===== src/led_grayscale_frame_packer_core_defines.svh =====
// Assertion macros for the LED grayscale frame packer.
// Included by modules that check their own sequencing; expects clk and rst_n in scope.
`ifndef LED_GRAYSCALE_FRAME_PACKER_CORE_DEFINES_SVH
`define LED_GRAYSCALE_FRAME_PACKER_CORE_DEFINES_SVH

// same-cycle implication
`define LGFP_ASSERT_IMP(name, ante, cons, msg) \
  name: assert property (@(posedge clk) disable iff (!rst_n) (ante) |-> (cons)) \
    else $error(msg);

// next-cycle implication
`define LGFP_ASSERT_NXT(name, ante, cons, msg) \
  name: assert property (@(posedge clk) disable iff (!rst_n) (ante) |=> (cons)) \
    else $error(msg);

`endif


===== src/lgfp_pkg.sv =====
// Shared types, constants and microcode ROM for the LED grayscale frame packer.
// No dependencies; used by the channel interfaces, the core, the frame checker and the testbench.
`timescale 1ns / 1ps

package lgfp_pkg;

  localparam int LEVEL_W  = 8;
  localparam int BRIGHT_W = 7;
  localparam int VAL_W    = 12;
  localparam int BYTE_W   = 8;
  localparam int COLOR_W  = 3 * LEVEL_W;
  localparam int PROD_W   = LEVEL_W + BRIGHT_W;   // level * brightness
  localparam int NUM_W    = PROD_W + 2;           // times 3 or 4
  localparam int DIV_K_W  = 20;
  localparam int MUL_W    = NUM_W + DIV_K_W;

  localparam logic [BRIGHT_W-1:0] BRIGHT_MAX = 7'd100;

  // x*16/100 == x*4/25, x*48/400 == x*3/25; divide by 25 via reciprocal
  localparam int                 DIV_SH = 24;
  localparam logic [DIV_K_W-1:0] DIV_K  = 20'd671088;  // floor(2^24 / 25)
  localparam logic [NUM_W-1:0]   DIV_D  = 17'd25;

  localparam logic CMD_SET_COLOR = 1'b0;
  localparam logic CMD_UPDATE    = 1'b1;

  typedef logic [1:0] chan_t;
  localparam chan_t CH_BLUE  = 2'd0;
  localparam chan_t CH_GREEN = 2'd1;
  localparam chan_t CH_RED   = 2'd2;

  typedef logic [1:0] bsel_t;
  localparam bsel_t BSEL_HI  = 2'd0;
  localparam bsel_t BSEL_MID = 2'd1;
  localparam bsel_t BSEL_LO  = 2'd2;

  typedef logic [1:0] cond_t;
  localparam cond_t C_NONE  = 2'd0;  // never true
  localparam cond_t C_IDLE  = 2'd1;  // no update request taken
  localparam cond_t C_HALF0 = 2'd2;  // first value of a pair just computed
  localparam cond_t C_MORE  = 2'd3;  // frame not finished

  localparam int STEP_W = 4;
  typedef logic [STEP_W-1:0] step_t;
  localparam step_t ST_IDLE = 4'd0;
  localparam step_t ST_RD   = 4'd1;
  localparam step_t ST_PROD = 4'd2;
  localparam step_t ST_NUM  = 4'd3;
  localparam step_t ST_MUL  = 4'd4;
  localparam step_t ST_DIV  = 4'd5;
  localparam step_t ST_EB0  = 4'd6;
  localparam step_t ST_EB1  = 4'd7;
  localparam step_t ST_EB2  = 4'd8;

  typedef struct packed {
    logic  accept;
    logic  mem_rd;
    logic  ld_prod;
    logic  ld_num;
    logic  ld_mul;
    logic  ld_val;
    logic  emit;
    bsel_t bsel;
    cond_t cond;
    step_t tgt_t;
    step_t tgt_f;
  } uword_t;

  function automatic uword_t lgfp_ucode(input step_t step);
    uword_t w;
    w = '0;
    unique case (step)
      ST_IDLE: begin
        w.accept = 1'b1; w.cond = C_IDLE; w.tgt_t = ST_IDLE; w.tgt_f = ST_RD;
      end
      ST_RD:   begin w.mem_rd  = 1'b1; w.tgt_f = ST_PROD; end
      ST_PROD: begin w.ld_prod = 1'b1; w.tgt_f = ST_NUM;  end
      ST_NUM:  begin w.ld_num  = 1'b1; w.tgt_f = ST_MUL;  end
      ST_MUL:  begin w.ld_mul  = 1'b1; w.tgt_f = ST_DIV;  end
      ST_DIV: begin
        w.ld_val = 1'b1; w.cond = C_HALF0; w.tgt_t = ST_RD; w.tgt_f = ST_EB0;
      end
      ST_EB0: begin w.emit = 1'b1; w.bsel = BSEL_HI;  w.tgt_f = ST_EB1; end
      ST_EB1: begin w.emit = 1'b1; w.bsel = BSEL_MID; w.tgt_f = ST_EB2; end
      ST_EB2: begin
        w.emit = 1'b1; w.bsel = BSEL_LO; w.cond = C_MORE;
        w.tgt_t = ST_RD; w.tgt_f = ST_IDLE;
      end
      default: begin w.tgt_f = ST_IDLE; end
    endcase
    return w;
  endfunction

endpackage


===== src/lgfp_channels.sv =====
// Valid/ready channel interfaces: command requests in, frame bytes out, brightness writes.
// Depends on lgfp_pkg for field widths.
`timescale 1ns / 1ps

interface lgfp_in_if import lgfp_pkg::*; ();
  logic                valid;
  logic                ready;
  logic                command;
  logic [2:0]          led_index;
  logic [LEVEL_W-1:0]  red_level;
  logic [LEVEL_W-1:0]  green_level;
  logic [LEVEL_W-1:0]  blue_level;
  modport source (output valid, command, led_index, red_level, green_level, blue_level,
                  input ready);
  modport sink   (input valid, command, led_index, red_level, green_level, blue_level,
                  output ready);
endinterface

interface lgfp_out_if import lgfp_pkg::*; ();
  logic              valid;
  logic              ready;
  logic [BYTE_W-1:0] frame_byte;
  logic              last_byte;
  modport source (output valid, frame_byte, last_byte, input ready);
  modport sink   (input valid, frame_byte, last_byte, output ready);
endinterface

interface lgfp_cfg_if import lgfp_pkg::*; ();
  logic                valid;
  logic                ready;
  logic [BRIGHT_W-1:0] brightness_percent;
  modport source (output valid, brightness_percent, input ready);
  modport sink   (input valid, brightness_percent, output ready);
endinterface


===== src/led_grayscale_frame_packer_core.sv =====
// LED grayscale frame packer core: color store, microcoded scale/pack sequencer.
// Depends on lgfp_pkg, the lgfp channel interfaces and the assertion macro header.
//
// Stores an RGB color per LED (black after reset) and, on an update request, streams
// the packed 12-bit grayscale frame of (LED_COUNT/2)*9 bytes, last_byte set on the
// final one. In an update every 12-bit value passes the one shared scale-and-divide
// path in five microcode steps (color read, level*brightness, *3 or *4, reciprocal
// multiply, /25 correction), and each pair of values then takes three steps to emit
// its bytes. The color store resets through per-entry valid bits, so there is no
// clearing pass.
// Brightness writes above 100 saturate and must only be issued while the block is idle.
`timescale 1ns / 1ps

module led_grayscale_frame_packer_core import lgfp_pkg::*; #(
  parameter int LED_COUNT = 8
) (
  input  logic       clk,
  input  logic       rst_n,
  lgfp_in_if.sink    in_ch,
  lgfp_out_if.source out_ch,
  lgfp_cfg_if.sink   cfg_ch
);

  `include "led_grayscale_frame_packer_core_defines.svh"

  localparam int LED_AW   = $clog2(LED_COUNT);
  localparam int LAST_LED = (LED_COUNT / 2) * 2 - 1;

  // sequencer
  step_t  step_r;
  step_t  step_nxt;
  uword_t cw;
  logic   cond_w;
  logic   stall_w;
  logic   emit_fire_w;
  logic   in_fire_w;
  logic   start_w;

  // counters
  logic [LED_AW-1:0] led_r;
  chan_t             chan_r;
  logic              half_r;
  logic              fin_r;

  // color store
  logic [COLOR_W-1:0] color_mem [LED_COUNT];
  logic [LED_COUNT-1:0] vld_r;
  logic [COLOR_W-1:0] rd_color_r;
  logic               rd_vld_r;
  logic [31:0]        wr_idx_w;
  logic               wr_en_w;

  // datapath
  logic [BRIGHT_W-1:0] bright_r;
  logic [LEVEL_W-1:0]  level_w;
  logic [PROD_W-1:0]   prod_r;
  logic [NUM_W-1:0]    num_r;
  logic [MUL_W-1:0]    mul_r;
  logic [VAL_W-1:0]    q_est_w;
  logic [NUM_W-1:0]    rem_w;
  logic [VAL_W-1:0]    q_w;
  logic [VAL_W-1:0]    a_r;
  logic [VAL_W-1:0]    b_r;
  logic [BYTE_W-1:0]   byte_w;

  // output register
  logic              out_valid_r;
  logic [BYTE_W-1:0] out_byte_r;
  logic              out_last_r;

  assign cw          = lgfp_ucode(step_r);
  assign in_ch.ready = cw.accept;
  assign in_fire_w   = in_ch.valid && cw.accept;
  assign start_w     = in_fire_w && (in_ch.command == CMD_UPDATE);
  assign emit_fire_w = cw.emit && (!out_valid_r || out_ch.ready);
  assign stall_w     = cw.emit && !emit_fire_w;

  always_comb begin
    unique case (cw.cond)
      C_NONE:  cond_w = 1'b0;
      C_IDLE:  cond_w = !start_w;
      C_HALF0: cond_w = !half_r;
      C_MORE:  cond_w = !fin_r;
      default: cond_w = 1'b0;
    endcase
    step_nxt = cond_w ? cw.tgt_t : cw.tgt_f;
  end

  always_ff @(posedge clk) begin
    if (!rst_n) begin
      step_r <= ST_IDLE;
    end else if (!stall_w) begin
      step_r <= step_nxt;
    end
  end

  // configuration
  assign cfg_ch.ready = 1'b1;

  always_ff @(posedge clk) begin
    if (!rst_n) begin
      bright_r <= '0;
    end else if (cfg_ch.valid) begin
      bright_r <= (cfg_ch.brightness_percent > BRIGHT_MAX) ? BRIGHT_MAX
                                                           : cfg_ch.brightness_percent;
    end
  end

  // color store writes and registered reads
  assign wr_idx_w = 32'(in_ch.led_index);
  assign wr_en_w  = in_fire_w && (in_ch.command == CMD_SET_COLOR)
                    && (wr_idx_w < 32'(LED_COUNT));

  always_ff @(posedge clk) begin
    if (wr_en_w) begin
      color_mem[wr_idx_w[LED_AW-1:0]] <= {in_ch.red_level, in_ch.green_level,
                                          in_ch.blue_level};
    end
    if (cw.mem_rd) begin
      rd_color_r <= color_mem[led_r];
    end
  end

  always_ff @(posedge clk) begin
    if (!rst_n) begin
      vld_r    <= '0;
      rd_vld_r <= 1'b0;
    end else begin
      if (wr_en_w) begin
        vld_r[wr_idx_w[LED_AW-1:0]] <= 1'b1;
      end
      if (cw.mem_rd) begin
        rd_vld_r <= vld_r[led_r];
      end
    end
  end

  // channel select; unwritten entries read as black
  always_comb begin
    unique case (chan_r)
      CH_BLUE:  level_w = rd_color_r[LEVEL_W-1:0];
      CH_GREEN: level_w = rd_color_r[2*LEVEL_W-1:LEVEL_W];
      CH_RED:   level_w = rd_color_r[3*LEVEL_W-1:2*LEVEL_W];
      default:  level_w = '0;
    endcase
    if (!rd_vld_r) begin
      level_w = '0;
    end
  end

  // quotient estimate is exact or one low; one compare fixes it
  assign q_est_w = mul_r[DIV_SH +: VAL_W];
  assign rem_w   = num_r - NUM_W'(NUM_W'(q_est_w) * DIV_D);
  assign q_w     = (rem_w >= DIV_D) ? q_est_w + VAL_W'(1) : q_est_w;

  always_ff @(posedge clk) begin
    if (cw.ld_prod) begin
      prod_r <= PROD_W'({{BRIGHT_W{1'b0}}, level_w} * {{LEVEL_W{1'b0}}, bright_r});
    end
    if (cw.ld_num) begin
      num_r <= (chan_r == CH_BLUE) ? ({prod_r, 1'b0} + {1'b0, prod_r}) + NUM_W'(0)
                                   : {prod_r, 2'b00};
    end
    if (cw.ld_mul) begin
      mul_r <= MUL_W'(num_r) * MUL_W'(DIV_K);
    end
    if (cw.ld_val) begin
      if (!half_r) begin
        a_r <= q_w;
      end else begin
        b_r <= q_w;
      end
    end
  end

  // value walk: per LED blue, green, red
  always_ff @(posedge clk) begin
    if (!rst_n) begin
      led_r  <= '0;
      chan_r <= CH_BLUE;
      half_r <= 1'b0;
      fin_r  <= 1'b0;
    end else if (start_w) begin
      led_r  <= '0;
      chan_r <= CH_BLUE;
      half_r <= 1'b0;
      fin_r  <= 1'b0;
    end else if (cw.ld_val) begin
      half_r <= !half_r;
      if (chan_r == CH_RED) begin
        chan_r <= CH_BLUE;
        if (led_r == LED_AW'(LAST_LED)) begin
          led_r <= '0;
          fin_r <= 1'b1;
        end else begin
          led_r <= led_r + LED_AW'(1);
        end
      end else begin
        chan_r <= chan_r + chan_t'(1);
      end
    end
  end

  always_comb begin
    unique case (cw.bsel)
      BSEL_HI:  byte_w = a_r[VAL_W-1:4];
      BSEL_MID: byte_w = {a_r[3:0], b_r[VAL_W-1:8]};
      BSEL_LO:  byte_w = b_r[BYTE_W-1:0];
      default:  byte_w = '0;
    endcase
  end

  always_ff @(posedge clk) begin
    if (!rst_n) begin
      out_valid_r <= 1'b0;
    end else if (emit_fire_w) begin
      out_valid_r <= 1'b1;
    end else if (out_ch.ready) begin
      out_valid_r <= 1'b0;
    end
  end

  always_ff @(posedge clk) begin
    if (emit_fire_w) begin
      out_byte_r <= byte_w;
      out_last_r <= (cw.bsel == BSEL_LO) && fin_r;
    end
  end

  assign out_ch.valid      = out_valid_r;
  assign out_ch.frame_byte = out_byte_r;
  assign out_ch.last_byte  = out_last_r;

  `LGFP_ASSERT_NXT(a_start_clears, start_w,
    (step_r == ST_RD) && (led_r == '0) && (chan_r == CH_BLUE) && !fin_r && !half_r,
    "update request did not restart the value walk")
  `LGFP_ASSERT_IMP(a_emit_pair_ready, cw.emit, !half_r,
    "byte emitted while a value pair is half computed")
  `LGFP_ASSERT_NXT(a_last_ends_frame, emit_fire_w && (cw.bsel == BSEL_LO) && fin_r,
    (step_r == ST_IDLE) && out_valid_r && out_last_r,
    "final byte did not end the frame")
  `LGFP_ASSERT_IMP(a_bright_range, 1'b1, bright_r <= BRIGHT_MAX,
    "brightness register above saturation limit")

endmodule


===== src/flat_wrapper.sv =====
// flat-port wrapper written by rule: the top's interface ports become plain ports
module led_grayscale_frame_packer_core_flat import lgfp_pkg::*;
#(
  parameter int LED_COUNT = 8
)
  (clk, rst_n, in_ch_valid, in_ch_command, in_ch_led_index, in_ch_red_level, in_ch_green_level, in_ch_blue_level, in_ch_ready, out_ch_valid, out_ch_frame_byte, out_ch_last_byte, out_ch_ready, cfg_ch_valid, cfg_ch_brightness_percent, cfg_ch_ready);
  lgfp_in_if in_ch_i ();
  lgfp_out_if out_ch_i ();
  lgfp_cfg_if cfg_ch_i ();
  input  logic clk;
  input  logic rst_n;
  input wire logic [$bits(in_ch_i.valid)-1:0] in_ch_valid;
  input wire logic [$bits(in_ch_i.command)-1:0] in_ch_command;
  input wire logic [$bits(in_ch_i.led_index)-1:0] in_ch_led_index;
  input wire logic [$bits(in_ch_i.red_level)-1:0] in_ch_red_level;
  input wire logic [$bits(in_ch_i.green_level)-1:0] in_ch_green_level;
  input wire logic [$bits(in_ch_i.blue_level)-1:0] in_ch_blue_level;
  output wire logic [$bits(in_ch_i.ready)-1:0] in_ch_ready;
  output wire logic [$bits(out_ch_i.valid)-1:0] out_ch_valid;
  output wire logic [$bits(out_ch_i.frame_byte)-1:0] out_ch_frame_byte;
  output wire logic [$bits(out_ch_i.last_byte)-1:0] out_ch_last_byte;
  input wire logic [$bits(out_ch_i.ready)-1:0] out_ch_ready;
  input wire logic [$bits(cfg_ch_i.valid)-1:0] cfg_ch_valid;
  input wire logic [$bits(cfg_ch_i.brightness_percent)-1:0] cfg_ch_brightness_percent;
  output wire logic [$bits(cfg_ch_i.ready)-1:0] cfg_ch_ready;
  assign in_ch_i.valid = in_ch_valid;
  assign in_ch_i.command = in_ch_command;
  assign in_ch_i.led_index = in_ch_led_index;
  assign in_ch_i.red_level = in_ch_red_level;
  assign in_ch_i.green_level = in_ch_green_level;
  assign in_ch_i.blue_level = in_ch_blue_level;
  assign in_ch_ready = in_ch_i.ready;
  assign out_ch_valid = out_ch_i.valid;
  assign out_ch_frame_byte = out_ch_i.frame_byte;
  assign out_ch_last_byte = out_ch_i.last_byte;
  assign out_ch_i.ready = out_ch_ready;
  assign cfg_ch_i.valid = cfg_ch_valid;
  assign cfg_ch_i.brightness_percent = cfg_ch_brightness_percent;
  assign cfg_ch_ready = cfg_ch_i.ready;
  led_grayscale_frame_packer_core #(.LED_COUNT(LED_COUNT)) u_core (.clk(clk), .rst_n(rst_n), .in_ch(in_ch_i), .out_ch(out_ch_i), .cfg_ch(cfg_ch_i));
endmodule

===== config.mk =====
export PLATFORM = sky130hd
export DESIGN_NAME = led_grayscale_frame_packer_core_flat
export DESIGN_NICKNAME = d
export VERILOG_FILES = /design/src/lgfp_pkg.sv /design/src/lgfp_channels.sv /design/src/led_grayscale_frame_packer_core.sv /design/src/flat_wrapper.sv
export VERILOG_INCLUDE_DIRS = /design/src /design/src/src
export SDC_FILE = /design/constraint.sdc
export NUM_CORES = 1
export LEC_CHECK = 0
export CAP_MARGIN = 10
export CELL_PAD_IN_SITES_DETAIL_PLACEMENT = 1
export CELL_PAD_IN_SITES_GLOBAL_PLACEMENT = 1
export CORE_MARGIN = 5
export CORE_UTILIZATION = 35
export DETAILED_ROUTE_END_ITERATION = 8
export DONT_BUFFER_PORTS = 1
export HOLD_SLACK_MARGIN = 0.15
export PLACE_DENSITY = 0.61
export SLEW_MARGIN = 20
export SYNTH_ARGS = -nofsm -noshare
export SYNTH_HDL_FRONTEND = slang
export SYNTH_SLANG_ARGS = --single-unit

===== constraint.sdc =====
create_clock -name clk -period 11.7 [get_ports clk]
set_input_delay 2.34 -clock clk [delete_from_list [all_inputs] [get_ports clk]]
set_output_delay 2.34 -clock clk [all_outputs]
set_load 0.01 [all_outputs]

==> flow_summary_export.csv <==
group,metric,value,unit
status,status,"finished, final reports clean",
timing,slew_viol_final,0,
power,p_leak,10.2,nW
yosys,synth_top_family_by_area,"adder cells",
timing,worst_pin_slew,934,ps
power,switchingPower,0.000681,W
placed_design,io_buffers,0,
power,p_comb_frac,0.117,
worst_setup_path,cp-start-kind,"flip-flop",
final_layout,n_fill_cell,6579,
route,viasPerCell,4.90,
yosys,yosys.area_share.simple,0.0743,
yosys,synth_xor_area_frac,0.0213,
route,routed_wl,51000,µm
placed_design,hpwlAfterDp,38400,µm
route,postRouteAntennaNets,0,
worst_setup_path,ff2ff_setup_slack,4930,ps
yosys,yosysWarnings,0,
yosys,postSynthCellCount,1723,
final_layout,layout-drive-gt1-share,0.102,
floorplan,ios,52,
placed_design,place_ws,4860,ps
clock_tree,holdBufCountCts,0,
route,drtIter0Drc,627,
final_layout,nets,2191,
route,vias,12800,
yosys,ys_ff_latch,321,
clock_tree,cts_buffer_depth,3,
power,power_density,114,nW/µm²
power,p_int,0.00207,W
clock_tree,htreeDepth,2,
clock_tree,root_buffer,"clkbuf_16",
power,power_switching_share,0.247,
floorplan,die_h,260,µm
route,route.detailed.drc,0,
timing,fmax,148,MHz
job,maxCapViolations,0,
timing,fin_crit_sh,0.578,
global_route,antenna_found_initial,1,
power,power_frac_seq,0.469,
yosys,ys_types,64,
timing,rsz0062_at_grt,"no",
global_route,grt_pass1_wl,81300,µm
clock_tree,path_clk_slew,60,ps
clock_tree,post-cts-setup-buffer-count,0,
yosys,synthMuxAreaShare,0.0738,
yosys,synth_edf_count,293,
timing,setup_tns,0,ps
clock_tree,cts_tree,"done",
min_path,hp-class,"flip-flop to flip-flop",
yosys,async_flop_share,0,
route,firstDrtPassIters,4,
yosys,yosysMostFrequentCell,"inv_1",
yosys,yosys-top-cells-count,"inv_1 (315), edfxtp_1 (293), ha_1 (250), fa_1 (156), nand2_1 (93)",
global_route,grt_pass1_vias,14300,
timing,finalClockSkew,28.8,ps
worst_setup_path,crit_type,"flip-flop to flip-flop",
yosys,synth-compound-area-share,0.0532,
floorplan,die_area,67400,µm²
yosys,avgSynthCellArea,12.7,µm²
clock_tree,cts_made_buffers,37,
worst_setup_path,crit_fanout,10,
final_layout,diodes,0,
global_route,overflow,0,
timing,slew_headroom,0.370,
power,peakVddDrop,131,µV
yosys,yosys.area.top_type,"edfxtp_1",
timing,hold_viol,0,
worst_setup_path,required,11990,ps
timing,whs,462,ps
yosys,synthTopCellsByArea,"edfxtp_1 (40%), ha_1 (14%), fa_1 (14%)",
floorplan,num_rows,91,
floorplan,start_util,0.353,
floorplan,fp.coreArea,61700,µm²
placed_design,place_congestion,0.789,
yosys,netlist.area_leader.share,0.403,
timing,setup_slack,4930,ps
yosys,netlist_area,21800,µm²
yosys,syn_nets,2169,
timing,min_period,6770,ps
route,wl_per_cell,19.5,µm
yosys,synthAdderAreaFrac,0.287,
clock_tree,cts.sink_count,321,
timing,setup_viol,0,
global_route,grt_usage,0.154,
floorplan,die_w,260,µm
yosys,synth_flop_cell,"edfxtp_1",
power,clkPwrFrac,0.413,
worst_setup_path,critPathArrivalTime,7060,ps
worst_setup_path,cp-end-kind,"flip-flop",
clock_tree,clk_latency,550,ps
yosys,ys_seq_area_frac,0.429,
final_layout,area_growth,10.6,%
clock_tree,cts_resized,0,
global_route,grt_max_degree,52,
## placed cells by master (no fill, tap or decap), drive strengths merged, types with 5 or more instances in the layout
cell and n:
inv 318, edfxtp 293, ha 250, fa 156
nand2 93, nor2 58, mux4 50, and3 47
a21oi 45, clkbuf 44, o21ai 38, xnor2 32
dfxtp 28, mux2 27, nor3 24, buf 23
nor2b 22, xor2 21, mux2i 18, nand3 16
o21a 15, clkinv 15, nand2b 12, nor3b 11
and2 10, a21o 10, a31oi 8, a22oi 8
nand4 7, a21boi 7, o31ai 5, o21bai 5
nor4 5
## metal layers
metal | vias to the layer above | global-route usage | wire (µm)
met2 | 168 | 0.268 | 25500
met3 | 64 | 0.0284 | 1880
met5 | - | 0 | 0
li1 | 6037 | - | -
met1 | 6525 | 0.199 | 22400
met4 | 0 | 0.0386 | 1150
## critical path: stages, from the launching register on
cell       delay (ps)
edfxtp_1          620
inv_1             210
fa_1              520
inv_1              40
ha_1              220
fa_1              450
fa_1              480
fa_1              510
inv_1              60
fa_1              540
inv_1              50
ha_1              210
a2111oi_0         430
o211ai_1          180
o31ai_1           440
a21oi_1           260
a41o_1            350
or4_1             430
a31o_2            270
a21oi_1           180
xnor2_1            80
## flip-flops by register name, indices dropped and copies added (netlist names), 7 cells and up
name,count
u_core.color_mem,192
u_core.rd_color_r,24
u_core.num_r,17
u_core.prod_r,15
u_core.a_r,12
u_core.b_r,12
u_core.mul_r,12
u_core.out_ch.frame_byte,8
u_core.vld_r,8
u_core.bright_r,7
## path summary, 6_finish.rpt
path / startpoint / end / cells after the start
setup / recovery: u_core.num_r[2] / u_core.mul_r[35] / 20
hold / removal: u_core.vld_r[6] / u_core.vld_r[6] / 1
setup reg to reg: u_core.num_r[2] / u_core.mul_r[35] / 20
hold reg to reg: u_core.vld_r[6] / u_core.vld_r[6] / 1
## per-stage QoR
stage	total power, W	util	cells	area, µm²
2_1_floorplan	0.00154	-	1723	21800
3_3_place_gp	0.00163	0.371	2543	22900
3_5_place_dp	0.00164	0.371	2543	22900
4_1_cts	0.00280	0.391	2609	24100
5_1_grt	0.00289	0.391	2609	24100
6_report	0.00275	0.391	2609	24100
## logic make-up (layout without fill, tap and decap cells)
logic type / count (synthesis) / in the layout
xor+xnor: 53 / 53
simple gates: 319 / 319
fa+ha+maj: 406 / 406
other cells: 1 / 1
compound gates: 173 / 173
buf+inv: 355 / 404
flops: 321 / 321
mux: 95 / 95
## area by class of cell
| class | instances | area, µm² | share of cell area |
|---|---|---|---|
| clock inverter | 22 | 218 | 0.00902 |
| inverter | 315 | 1180 | 0.0490 |
| sequential | 321 | 9360 | 0.388 |
| clock buffer | 44 | 973 | 0.0403 |
| tap | 837 | 1050 | 0.0434 |
| timing repair buffer | 23 | 176 | 0.00731 |
| multi-input combinational | 1047 | 11200 | 0.463 |
## power by group through the flow
stage | clock network [W] | registers [W] | logic (W)
6_report | 0.00114 | 0.00129 | 0.000323
5_1_grt | 0.00123 | 0.00129 | 0.000371
4_1_cts | 0.00118 | 0.00129 | 0.000328
3_5_place_dp | 0 | 0.00132 | 0.000325
3_3_place_gp | 0 | 0.00132 | 0.000315
2_1_floorplan | 0 | 0.00131 | 0.000230
(Power assumes the default switching activity.)
